**src/hw/rtl/dlbwp_pkg.sv**
```systemverilog
// Shared types and constants for the definite-length block word parser.
// No dependencies.
package dlbwp_pkg;

	localparam logic [7:0] CHAR_HASH  = 8'h23;
	localparam logic [7:0] CHAR_ZERO  = 8'h30;
	localparam logic [7:0] CHAR_NINE  = 8'h39;
	localparam logic [7:0] CHAR_NL    = 8'h0A;

	localparam logic [3:0] MAX_LENGTH_DIGITS = 4'd9;
	localparam int         LEN_W             = 30;

	typedef enum logic [2:0] {
		PH_WAIT   = 3'd0,
		PH_COUNT  = 3'd1,
		PH_DIGITS = 3'd2,
		PH_DATA   = 3'd3,
		PH_TERM   = 3'd4
	} phase_t;

	typedef enum logic [1:0] {
		KIND_SAMPLE = 2'd0,
		KIND_DONE   = 2'd1,
		KIND_ERROR  = 2'd2
	} kind_t;

	typedef enum logic [2:0] {
		ERR_NONE  = 3'd0,
		ERR_HASH  = 3'd1,
		ERR_COUNT = 3'd2,
		ERR_DIGIT = 3'd3,
		ERR_TERM  = 3'd4
	} err_t;

	// classified input byte, as queued between front and back
	typedef struct packed {
		logic [7:0] value;
		logic       is_digit;
		logic [3:0] digit;
		logic       is_hash;
		logic       is_nl;
	} byte_info_t;

	typedef struct packed {
		kind_t             kind;
		logic [15:0]       sample;
		err_t              error_code;
		logic [LEN_W-1:0]  block_length;
	} result_t;

endpackage

```
**src/hw/rtl/dlbwp_fifo.sv**
```systemverilog
// Small register-based FIFO used between the parser stages and at the output.
// No package dependencies.
module dlbwp_fifo #(
	parameter int WIDTH = 8,
	parameter int DEPTH = 2
) (
	input  logic             clk,
	input  logic             arst_n,
	input  logic             push,
	input  logic [WIDTH-1:0] wr_data,
	output logic             full,
	input  logic             pop,
	output logic [WIDTH-1:0] rd_data,
	output logic             empty
);

	localparam int PTR_W = (DEPTH > 1) ? $clog2(DEPTH) : 1;
	localparam int CNT_W = $clog2(DEPTH + 1);
	localparam logic [PTR_W-1:0] LAST_PTR = PTR_W'(DEPTH - 1);
	localparam logic [CNT_W-1:0] FULL_CNT = CNT_W'(DEPTH);

	logic [WIDTH-1:0] mem_q [DEPTH];
	logic [PTR_W-1:0] wr_ptr_q;
	logic [PTR_W-1:0] rd_ptr_q;
	logic [CNT_W-1:0] count_q;
	logic             do_push;
	logic             do_pop;

	assign full    = (count_q == FULL_CNT);
	assign empty   = (count_q == '0);
	assign do_push = push && !full;
	assign do_pop  = pop && !empty;
	assign rd_data = mem_q[rd_ptr_q];

	always_ff @(posedge clk or negedge arst_n) begin
		if (!arst_n) begin
			wr_ptr_q <= '0;
			rd_ptr_q <= '0;
			count_q  <= '0;
		end else begin
			if (do_push) begin
				wr_ptr_q <= (wr_ptr_q == LAST_PTR) ? '0 : wr_ptr_q + 1'b1;
			end
			if (do_pop) begin
				rd_ptr_q <= (rd_ptr_q == LAST_PTR) ? '0 : rd_ptr_q + 1'b1;
			end
			if (do_push && !do_pop) begin
				count_q <= count_q + 1'b1;
			end else if (do_pop && !do_push) begin
				count_q <= count_q - 1'b1;
			end
		end
	end

	always_ff @(posedge clk) begin
		if (do_push) begin
			mem_q[wr_ptr_q] <= wr_data;
		end
	end

endmodule

```
**src/hw/rtl/dlbwp_front.sv**
```systemverilog
// Front end: classifies each received byte (digit, hash, newline).
// Depends on dlbwp_pkg.
module dlbwp_front import dlbwp_pkg::*; (
	input  logic       [7:0] in_byte,
	output byte_info_t       info
);

	logic [3:0] offset;

	assign offset = in_byte[3:0] - CHAR_ZERO[3:0];

	always_comb begin
		info          = '0;
		info.value    = in_byte;
		info.is_digit = (in_byte >= CHAR_ZERO) && (in_byte <= CHAR_NINE);
		info.digit    = offset;
		info.is_hash  = (in_byte == CHAR_HASH);
		info.is_nl    = (in_byte == CHAR_NL);
	end

endmodule

```
**src/hw/rtl/dlbwp_back.sv**
```systemverilog
// Back end: block parsing state machine, one classified byte per beat.
// Depends on dlbwp_pkg.
module dlbwp_back import dlbwp_pkg::*; (
	input  logic       clk,
	input  logic       arst_n,
	input  byte_info_t info,
	input  logic       info_empty,
	output logic       info_pop,
	output result_t    res,
	output logic       res_push,
	input  logic       res_full
);

	phase_t            phase_q, phase_d;
	logic [3:0]        digits_left_q, digits_left_d;
	logic [LEN_W-1:0]  length_accum_q, length_accum_d;
	logic [LEN_W-1:0]  payload_left_q, payload_left_d;
	logic [7:0]        low_byte_q, low_byte_d;
	logic              have_low_q, have_low_d;
	logic              go;
	logic [LEN_W-1:0]  acc_next;

	// wait for room at the output so any byte may produce a result
	assign go       = !info_empty && !res_full;
	assign info_pop = go;
	assign acc_next = (length_accum_q << 3) + (length_accum_q << 1)
		+ LEN_W'(info.digit);

	always_ff @(posedge clk or negedge arst_n) begin
		if (!arst_n) begin
			phase_q        <= PH_WAIT;
			digits_left_q  <= '0;
			length_accum_q <= '0;
			payload_left_q <= '0;
			low_byte_q     <= '0;
			have_low_q     <= 1'b0;
		end else if (go) begin
			phase_q        <= phase_d;
			digits_left_q  <= digits_left_d;
			length_accum_q <= length_accum_d;
			payload_left_q <= payload_left_d;
			low_byte_q     <= low_byte_d;
			have_low_q     <= have_low_d;
		end
	end

	always_comb begin
		phase_d        = phase_q;
		digits_left_d  = digits_left_q;
		length_accum_d = length_accum_q;
		payload_left_d = payload_left_q;
		low_byte_d     = low_byte_q;
		have_low_d     = have_low_q;
		res            = '0;
		res.kind       = KIND_ERROR;
		res.error_code = ERR_NONE;
		res_push       = 1'b0;

		case (phase_q)
			PH_COUNT: begin
				if (!info.is_digit || info.digit == 4'd0
						|| info.digit > MAX_LENGTH_DIGITS) begin
					res_push       = go;
					res.error_code = ERR_COUNT;
				end else begin
					digits_left_d  = info.digit;
					length_accum_d = '0;
					phase_d        = PH_DIGITS;
				end
			end
			PH_DIGITS: begin
				if (!info.is_digit) begin
					res_push       = go;
					res.error_code = ERR_DIGIT;
				end else begin
					length_accum_d = acc_next;
					digits_left_d  = digits_left_q - 4'd1;
					if (digits_left_q == 4'd1) begin
						payload_left_d = acc_next;
						have_low_d     = 1'b0;
						low_byte_d     = '0;
						phase_d        = (acc_next == '0) ? PH_TERM : PH_DATA;
					end
				end
			end
			PH_DATA: begin
				if (have_low_q) begin
					res_push   = go;
					res.kind   = KIND_SAMPLE;
					res.sample = {info.value, low_byte_q};
					have_low_d = 1'b0;
				end else begin
					low_byte_d = info.value;
					have_low_d = 1'b1;
				end
				payload_left_d = payload_left_q - 1'b1;
				// last payload byte: an unpaired low byte is dropped
				if (payload_left_q == LEN_W'(1)) begin
					have_low_d = 1'b0;
					phase_d    = PH_TERM;
				end
			end
			PH_TERM: begin
				res_push = go;
				if (!info.is_nl) begin
					res.error_code = ERR_TERM;
				end else begin
					res.kind         = KIND_DONE;
					res.block_length = length_accum_q;
					phase_d          = PH_WAIT;
				end
			end
			default: begin
				if (!info.is_hash) begin
					res_push       = go;
					res.error_code = ERR_HASH;
				end else begin
					phase_d        = PH_COUNT;
					digits_left_d  = '0;
					length_accum_d = '0;
					payload_left_d = '0;
					have_low_d     = 1'b0;
				end
			end
		endcase

		// common recovery after any fault
		if (res.error_code != ERR_NONE) begin
			phase_d        = PH_WAIT;
			digits_left_d  = '0;
			payload_left_d = '0;
			have_low_d     = 1'b0;
		end
	end

endmodule

```
**src/hw/rtl/definite_length_block_word_parser.sv**
```systemverilog
// Top level of the definite-length block word parser.
// Depends on dlbwp_pkg, dlbwp_front, dlbwp_back and dlbwp_fifo.

// Parses '#', a digit count, the decimal byte count, the payload and a
// newline, one byte per beat. Payload bytes pair low byte first into signed
// samples; each block ends in one done result carrying the declared length,
// or one error result. A byte is taken every cycle while full is low and the
// result queue is drained; each byte is registered in the byte queue and is
// parsed on its way into the result queue, whose head is on the ports. The
// byte queue and the result queue are QUEUE_DEPTH entries deep.
module definite_length_block_word_parser import dlbwp_pkg::*; #(
	parameter int QUEUE_DEPTH = 2
) (
	input  logic                    clk,
	input  logic                    arst_n,
	input  logic                    push,
	output logic                    full,
	input  logic              [7:0] in_byte,
	output logic                    empty,
	input  logic                    pop,
	output logic              [1:0] result_kind,
	output logic signed      [15:0] sample,
	output logic              [2:0] error_code,
	output logic        [LEN_W-1:0] block_length
);

	byte_info_t info_in;
	byte_info_t info_out;
	logic       info_empty;
	logic       info_pop;
	result_t    res_in;
	result_t    res_out;
	logic       res_push;
	logic       res_full;

	dlbwp_front u_front (
		.in_byte (in_byte),
		.info    (info_in)
	);

	dlbwp_fifo #(
		.WIDTH ($bits(byte_info_t)),
		.DEPTH (QUEUE_DEPTH)
	) u_byte_q (
		.clk     (clk),
		.arst_n  (arst_n),
		.push    (push),
		.wr_data (info_in),
		.full    (full),
		.pop     (info_pop),
		.rd_data (info_out),
		.empty   (info_empty)
	);

	dlbwp_back u_back (
		.clk        (clk),
		.arst_n     (arst_n),
		.info       (info_out),
		.info_empty (info_empty),
		.info_pop   (info_pop),
		.res        (res_in),
		.res_push   (res_push),
		.res_full   (res_full)
	);

	dlbwp_fifo #(
		.WIDTH ($bits(result_t)),
		.DEPTH (QUEUE_DEPTH)
	) u_res_q (
		.clk     (clk),
		.arst_n  (arst_n),
		.push    (res_push),
		.wr_data (res_in),
		.full    (res_full),
		.pop     (pop),
		.rd_data (res_out),
		.empty   (empty)
	);

	assign result_kind  = res_out.kind;
	assign sample       = $signed(res_out.sample);
	assign error_code   = res_out.error_code;
	assign block_length = res_out.block_length;

`ifndef NO_ASSERTIONS
	// back end only moves a byte when the result queue has room
	a_pop_room: assert property (@(posedge clk) disable iff (!arst_n)
		info_pop |-> !res_full && !info_empty)
		else $error("byte taken with result queue full");

	a_push_room: assert property (@(posedge clk) disable iff (!arst_n)
		res_push |-> !res_full)
		else $error("result pushed into full queue");

	a_err_code: assert property (@(posedge clk) disable iff (!arst_n)
		(!empty && result_kind == KIND_ERROR) |-> (error_code != ERR_NONE && sample == 16'sd0))
		else $error("error result without a code");

	a_done_clean: assert property (@(posedge clk) disable iff (!arst_n)
		(!empty && result_kind != KIND_ERROR) |-> error_code == ERR_NONE)
		else $error("error code on a non-error result");
`endif

endmodule

```
**config.mk**
```make
export PLATFORM = sky130hd
export DESIGN_NAME = definite_length_block_word_parser
export DESIGN_NICKNAME = d
export VERILOG_FILES = /design/src/hw/rtl/dlbwp_pkg.sv /design/src/hw/rtl/dlbwp_fifo.sv /design/src/hw/rtl/dlbwp_front.sv /design/src/hw/rtl/dlbwp_back.sv /design/src/hw/rtl/definite_length_block_word_parser.sv
export SDC_FILE = /design/constraint.sdc
export NUM_CORES = 1
export LEC_CHECK = 0
export BUFFER_PORTS_ARGS = -buffer_cell sky130_fd_sc_hd__buf_2
export CAP_MARGIN = 30
export CORE_UTILIZATION = 35
export DETAILED_ROUTE_END_ITERATION = 12
export PLACE_DENSITY = 0.61
export SETUP_SLACK_MARGIN = 0.05
export SLEW_MARGIN = 20
export SYNTH_ARGS = -nofsm -noshare
export SYNTH_HDL_FRONTEND = slang
export SYNTH_SLANG_ARGS = --single-unit
```
**constraint.sdc**
```tcl
create_clock -name clk -period 6.75 [get_ports clk]
set_clock_uncertainty 0.1 [all_clocks]
set_input_delay 1.35 -clock clk [delete_from_list [all_inputs] [get_ports clk]]
set_output_delay 1.35 -clock clk [all_outputs]
set_load 0.03 [all_outputs]
```
==> results of run 1 <==
## worst max-delay path, stage by stage (launching register included)
cell and delay [ns]:
dfrtp_1 0.77, mux2i_1 0.54, inv_1 0.09, ha_1 0.30, ha_1 0.23, inv_1 0.08
fa_1 0.26, nor2b_4 0.07, o31ai_4 0.37, nor3b_1 0.41, o221ai_1 0.17, a2111oi_0 0.55
nand4_1 0.17, nor4b_1 0.26, and4_1 0.33, o21ai_0 0.12
## flip-flops by register name, indices dropped and copies added (netlist names)
signal and flops:
u_byte_q.wr_ptr_q 1, u_res_q.count_q 2, u_back.length_accum_q 30, u_back.payload_left_q 30, u_back.phase_q 3, u_back.low_byte_q 8, u_byte_q.count_q 2, u_res_q.wr_ptr_q 1
u_res_q.rd_ptr_q 1, u_back.digits_left_q 4, u_back.have_low_q 1, u_byte_q.rd_ptr_q 1, u_res_q.mem_q 102, u_byte_q.mem_q 22
## layout by cell type, fill, tap and decap left out, types with 24 or more instances in the layout
master and count:
edfxtp_1 124, nand2_1 86, nor2_1 84, dfrtp_1 83
o21ai_0 81, mux2_2 70, buf_2 64, ha_1 60
a21oi_1 54, and2_1 35, inv_1 29, nor3_1 24
clkbuf_16 24
## cell usage after synthesis (5+ instances only)
| cell | number | area share |
|---|---|---|
| xor2_1 | 10 | 0.0076 |
| nor4_1 | 7 | 0.0038 |
| nand3_1 | 12 | 0.0052 |
| o21ai_0 | 81 | 0.035 |
| nor3b_1 | 5 | 0.0033 |
| ha_1 | 60 | 0.065 |
| buf_2 | 7 | 0.0030 |
| xnor2_1 | 18 | 0.014 |
| or3_1 | 12 | 0.0065 |
| nand2_1 | 86 | 0.028 |
| mux2i_1 | 8 | 0.0069 |
| nor2b_1 | 5 | 0.0027 |
| a21oi_1 | 54 | 0.023 |
| o22ai_1 | 5 | 0.0027 |
| nand4_1 | 12 | 0.0065 |
| o21a_1 | 7 | 0.0046 |
| o31ai_1 | 11 | 0.0072 |
| and3_1 | 18 | 0.0098 |
| mux2_2 | 70 | 0.068 |
| and2_1 | 36 | 0.020 |
| nor2_1 | 84 | 0.027 |
| a31oi_1 | 7 | 0.0038 |
| clkbuf_1 | 36 | 0.012 |
| nand2b_1 | 9 | 0.0049 |
| edfxtp_1 | 124 | 0.32 |
| dfrtp_1 | 84 | 0.18 |
| nor3_1 | 25 | 0.011 |
| a211oi_1 | 7 | 0.0046 |
| a21o_1 | 17 | 0.011 |
| o211ai_1 | 11 | 0.0072 |
| inv_1 | 29 | 0.0094 |
## stage by stage
stage	hold WS, ns	cell area [sq um]	utilization	std cells
6_report	0.3856	13080	0.4030	1571
5_1_grt	0.4092	13080	0.4030	1571
4_1_cts	0.3889	13050	0.4022	1568
3_5_place_dp	0.3772	12260	0.3779	1524
3_3_place_gp	0.3761	12260	0.3779	1524
2_1_floorplan	0.3402	11530	-	1056
## path summary, 6_finish.rpt
path	slack, ns	endpoint	startpoint
setup reg to reg	1.83	u_back.phase_q[1]$_DFFE_PN0P_	u_byte_q.rd_ptr_q$_DFFE_PN0P_
setup / recovery	1.83	u_back.phase_q[1]$_DFFE_PN0P_	u_byte_q.rd_ptr_q$_DFFE_PN0P_
hold reg to reg	0.39	u_byte_q.wr_ptr_q$_DFFE_PN0P_	u_byte_q.wr_ptr_q$_DFFE_PN0P_
hold / removal	0.39	u_byte_q.wr_ptr_q$_DFFE_PN0P_	u_byte_q.wr_ptr_q$_DFFE_PN0P_
min in group asynchronous	0.62	u_back.length_accum_q[1]$_DFFE_PN0P_	arst_n
max in group asynchronous	4.73	u_res_q.rd_ptr_q$_DFFE_PN0P_	arst_n
## cell families after synthesis
logic type | synth area share
compound gates | 0.1476
xor+xnor | 0.02127
fa+ha+maj | 0.06945
buf+inv | 0.03017
flops | 0.5053
mux | 0.07900
simple gates | 0.1473
## metal layers
metal | up-vias | routed length [um]
met1 | 4107 | 12960
met4 | 0 | 478
met5 | - | 0
li1 | 4047 | -
met3 | 41 | 1477
met2 | 233 | 11640
## final cells by class
type	count	area, sq um
fillers	3129	19370
flip-flops and latches	208	5827
multi-input cells	769	5363
clock buffers	34	668.1
well taps	442	553.0
repair buffers	79	440.4
clock inverters	10	118.9
inverters	29	108.9
## power by group through the flow
| stage | Clock, uW | Sequential [uW] | Combinational [uW] |
|---|---|---|---|
| global route | 1370 | 2120 | 3210 |
| CTS | 1320 | 2080 | 2930 |
| detailed placement | 0 | 2100 | 2920 |
| finish | 1290 | 2080 | 2940 |
| global placement | 0 | 2080 | 2910 |
| floorplan | 0 | 2020 | 2260 |
==> metrics, run 1 <==
die width 183.5 um; Slew Limit Fails 0; global route overflow 0; post-route worst setup slack 1.826 ns; Post-Syn Instances 1,056; Sw Pwr 2720 uW; hold path depth 1; clock latency at the later pin of the worst-skew pair 0.52 ns; class of the worst hold path reg2reg; Antenna Nets Post-Route 0; # DRC 0; Overall Power 6306 uW; worst reg2reg path depth 15; Setup Buffers After CTS 0; GR Util All Layers 0.1572; die footprint 33,670 sq um; post-synthesis net count 1,130; M1 GR Usage 0.2328; register area share after synthesis 0.5053; CTS tree yes; pin count of the biggest net entering global routing 64; CORE AREA 32,450 sq um; share of cells above drive strength 1 0.1851; Port Buffers 64; maximum vdd drop 0.0002358 V; P_leak 0.005398 uW; Logic pwr share 0.467; M2 GR Usage 0.2377; RSZ-0062 raised after global routing false; CP Data Required Time 7.05 ns; first-pass GRT wire length 42.95 mm; Primary FF master, synth edfxtp_1; CP max FO 14; Ports 65; final setup vio count 0; status finished, final reports clean; clock net sink count 208; worst slack at placement 1.769 ns; Reg clk slew, reported paths 0.06 ns; Final Cycle Share 0.7295; startpoint types flop; drt total wl 26.56 mm; setup TNS 0 ns; Synth-to-Final Area Change 13.43%; Ant. Diodes 0; WL per Instance 16.91 um; post-synthesis average cell area 10.92 sq um; Power Dens Cells 482.2 nW/um^2; Clock Path Buffers 3; Switching Share 0.4313; hold_buf cts 0; first-pass detailed-route iteration total 7; Final Hold Vio Count 0; Arr. time, crit path 5.22 ns; Yosys reg bits 208; Post-synth EDFFs 124; gpl congestion 0.8949; Synth async-reset ratio 0.4038; Initial Utilization 0.3553; vias in the first global route 8,110; Vias 8,428; clock power share 0.204; Int Pwr 3586 uW; Seq pwr share 0.329; max frequency 203.1 MHz; Tmin final 4.924 ns; Synth warnings 0; post-cts sizing count 0; number of CTS-inserted buffers 24; die height 183.5 um; GR peak layer met2; Mapped Area 11,530 sq um; Iter 0 DRT Violations 578; antenna violations before repair 0; Crit Path Category reg2reg; worst slew pin tran 0.8571 ns; hpwl dp 18.82 mm; final net count 1,185; via density per instance 5.365; nature of the critical path endpoint flop; met3 GRT Util 0.02298; Slew HR 0.4233; FP Rows 66; post-synth cell types 81; Max-Cap Viols 0; clock root buffer master clkbuf_16; H-tree depth 1
Power figures use the tool's default switching activity.
==> inputs of run 2 (changes only) <==
--- a/config.mk
+++ b/config.mk
@@ -9,7 +9,7 @@
 export CAP_MARGIN = 30
 export CORE_UTILIZATION = 35
 export DETAILED_ROUTE_END_ITERATION = 12
-export PLACE_DENSITY = 0.61
+export PLACE_DENSITY = 0.62
 export SETUP_SLACK_MARGIN = 0.05
 export SLEW_MARGIN = 20
 export SYNTH_ARGS = -nofsm -noshare
==> constraint.sdc (replaced) <==
create_clock -name clk -period 4.3 [get_ports clk]
set_clock_uncertainty 0.1 [all_clocks]
set_input_delay 0.86 -clock clk [delete_from_list [all_inputs] [get_ports clk]]
set_output_delay 0.86 -clock clk [all_outputs]
set_load 0.03 [all_outputs]
==> run 2 against run 1 <==
  * Clock power up 52%
  * Maximum frequency up 21%
  * Die area unchanged
  * Combinational power up 61%
  * Highest routed layer unchanged
  * Total power increased by 59%
  * Cell count rose by 1.1%
  * Sequential share of layout area down 0.62 points
  * Non-clock buffer count is 19 higher
  * Register-to-register slack got worse by 1.6 ns
  * First-iteration DRC count decreased by 25%
  * Clock-buffer cell count shrank 1
  * Wire length up 1.9%
  * Largest cell class unchanged
==> metrics, run 2 (synthesis gave the netlist of run 1 again) <==
status finished, final reports clean; final setup vio count 0 (unchanged); Setup Buffers After CTS 0 (unchanged); CORE AREA 32,450 sq um (unchanged); WL per Instance 17.04 um (+0.81%); Slew HR 0.3693 (-0.05405); gpl congestion 0.9176 (+2.5%); CP max FO 12 (-2); Vias 8,454 (+0.31%); Tmin final 4.058 ns (-0.8660 ns); final net count 1,203 (+1.5%); worst slew pin tran 0.9374 ns (+0.08033 ns); Power Dens Cells 753.9 nW/um^2 (+56%); first-pass GRT wire length 43.10 mm (+0.37%); global route overflow 0 (unchanged); antenna violations before repair 0 (unchanged); CTS tree yes; Biggest register u_res_q.mem_q; Clock Path Buffers 3 (unchanged); Iter 0 DRT Violations 435 (-25%); Initial Utilization 0.3553 (unchanged); Port Buffers 64 (unchanged); Final Hold Vio Count 0 (unchanged); max reg flops 102 (unchanged); die width 183.5 um (unchanged); P_leak 0.005497 uW (+1.8%); startpoint types flop; first-pass detailed-route iteration total 5 (-2); CP Data Required Time 4.61 ns (-2.44 ns); Arr. time, crit path 4.37 ns (-0.85 ns); GR Util All Layers 0.1588 (+0.001638); Synth-to-Final Area Change 15.07%; via density per instance 5.324 (-0.77%); # DRC 0 (unchanged); Ant. Diodes 0 (unchanged); share of cells above drive strength 1 0.2077 (+0.02256); Ports 65 (unchanged); most common cell after layout, fill and taps aside edfxtp_1; Reg-to-Reg End u_back.phase_q[1]$_DFFE_PN0P_; Max-Cap Viols 0 (unchanged); RSZ-0062 raised after global routing true; number of CTS-inserted buffers 23 (-4.2%); dpl cell area 12,430 sq um (+1.4%); die height 183.5 um (unchanged); worst reg2reg path depth 17 (+2); vias in the first global route 8,040 (-0.86%); Final Cycle Share 0.9437 (+0.2142); drt total wl 27.07 mm (+1.9%); clock net sink count 208 (unchanged); top flop regs u_res_q.mem_q (102), u_back.length_accum_q (30), u_back.payload_left_q (30); hpwl dp 19.47 mm (+3.5%); Final Util 0.4088 (+0.005822); clock latency at the later pin of the worst-skew pair 0.53 ns (about the same); most frequent cells in the layout edfxtp_1 (124), nand2_1 (86), nor2_1 (84); H-tree depth 1 (unchanged); Crit Path Category reg2reg; FILL cells 3,158 (+0.93%); Slew Limit Fails 0 (unchanged); R2R Path Start u_byte_q.rd_ptr_q$_DFFE_PN0P_; class of the worst hold path in2async; max frequency 246.4 MHz (+21%); nature of the critical path endpoint flop; pin count of the biggest net entering global routing 64 (unchanged); FP Rows 66 (unchanged); maximum vdd drop 0.0002893 V (+23%); clock root buffer master clkbuf_16; die footprint 33,670 sq um (unchanged); flop-to-flop setup slack 0.24 ns (-1.58 ns); Finished Cell Area 13,270 sq um (+1.4%); Reg clk slew, reported paths 0.06 ns (about the same); Antenna Nets Post-Route 0 (unchanged)
==> run 2: cell types whose count changed in the layout (fill, tap and decap cells not counted), sizes merged <==
cell      delta
clkbuf       -1
clkinv       -5
inv          +4
bufinv       -1
buf         +19
clkinvlp     +1
==> run 2: layer usage <==
layer / routed length, um / global-route usage / up-vias
met1: 13460 / 0.2392 / 4132
li1: - / - / 4091
met5: 0 / 0 / -
met3: 1289 / 0.01981 / 34
met2: 11870 / 0.2402 / 197
met4: 450 / 0.03833 / 0
==> run 2: what timing repair did <==
action                                  4_1_cts  5_1_grt
endpoints found under the setup margin        3        3
hold buffers                                  0        0
gates resized for setup                       2       13
pin swaps                                     0        1
==> run 2: final cells by class <==
| class | count | area [sq um] | share of cell area |
|---|---|---|---|
| clock inverter | 9 | 101.3 | 0.007639 |
| clock buffer | 33 | 643.1 | 0.04847 |
| sequential | 208 | 5828 | 0.4393 |
| multi-input combinational | 769 | 5418 | 0.4083 |
| tap | 442 | 553.0 | 0.04168 |
| inverter | 29 | 108.9 | 0.008204 |
| timing repair buffer | 98 | 615.6 | 0.04640 |
==> run 2: per-stage QoR <==
step,total power [uW],hold slack (ns),setup WS [ns],setup TNS [ns],std cells
after CTS,10010,0.3584,0.08613,0,1586
after floorplan,6721,0.3402,0.3503,0,1056
after global routing,10630,0.1526,0.03854,0,1588
final,10000,0.1381,0.2420,0,1588
after global placement,7944,0.3765,0.07400,0,1541
after detailed placement,8031,0.3820,-0.04119,-0.06724,1544
==> run 2: worst max path at each step <==
stage	slack, ns	cells past startpoint	to	startpoint
2_1_floorplan	0.35	13	u_back.phase_q[1]$_DFFE_PN0P_	u_byte_q.rd_ptr_q$_DFFE_PN0P_
3_3_place_gp	0.07	16	u_back.phase_q[1]$_DFFE_PN0P_	u_byte_q.rd_ptr_q$_DFFE_PN0P_
3_5_place_dp	-0.04	16	u_back.phase_q[1]$_DFFE_PN0P_	u_byte_q.rd_ptr_q$_DFFE_PN0P_
4_1_cts	0.09	13	u_back.phase_q[1]$_DFFE_PN0P_	u_byte_q.rd_ptr_q$_DFFE_PN0P_
5_1_grt	0.04	13	u_back.phase_q[1]$_DFFE_PN0P_	u_byte_q.rd_ptr_q$_DFFE_PN0P_
6_report	0.24	17	u_back.phase_q[1]$_DFFE_PN0P_	u_byte_q.rd_ptr_q$_DFFE_PN0P_
==> run 2: where the power goes <==
| part | leakage [uW] | internal (uW) | switching, uW | total, uW |
|---|---|---|---|---|
| Clock | 0.000364 | 1120 | 836 | 1960 |
| Combinational | 0.00282 | 1620 | 3130 | 4740 |
| Sequential | 0.00231 | 2920 | 384 | 3300 |
==> run 2: critical path: stages, from the launching register on <==
cell       delay [ns]
dfrtp_2          0.41
buf_8            0.18
mux2i_2          0.25
inv_1            0.06
ha_1             0.18
ha_1             0.21
inv_1            0.09
fa_2             0.24
nor2b_4          0.05
o31ai_4          0.23
buf_4            0.20
a211oi_2         0.10
or3_1            0.36
a211o_1          0.32
a21o_1           0.16
a2111oi_1        0.34
and4_2           0.34
o21ai_0          0.10
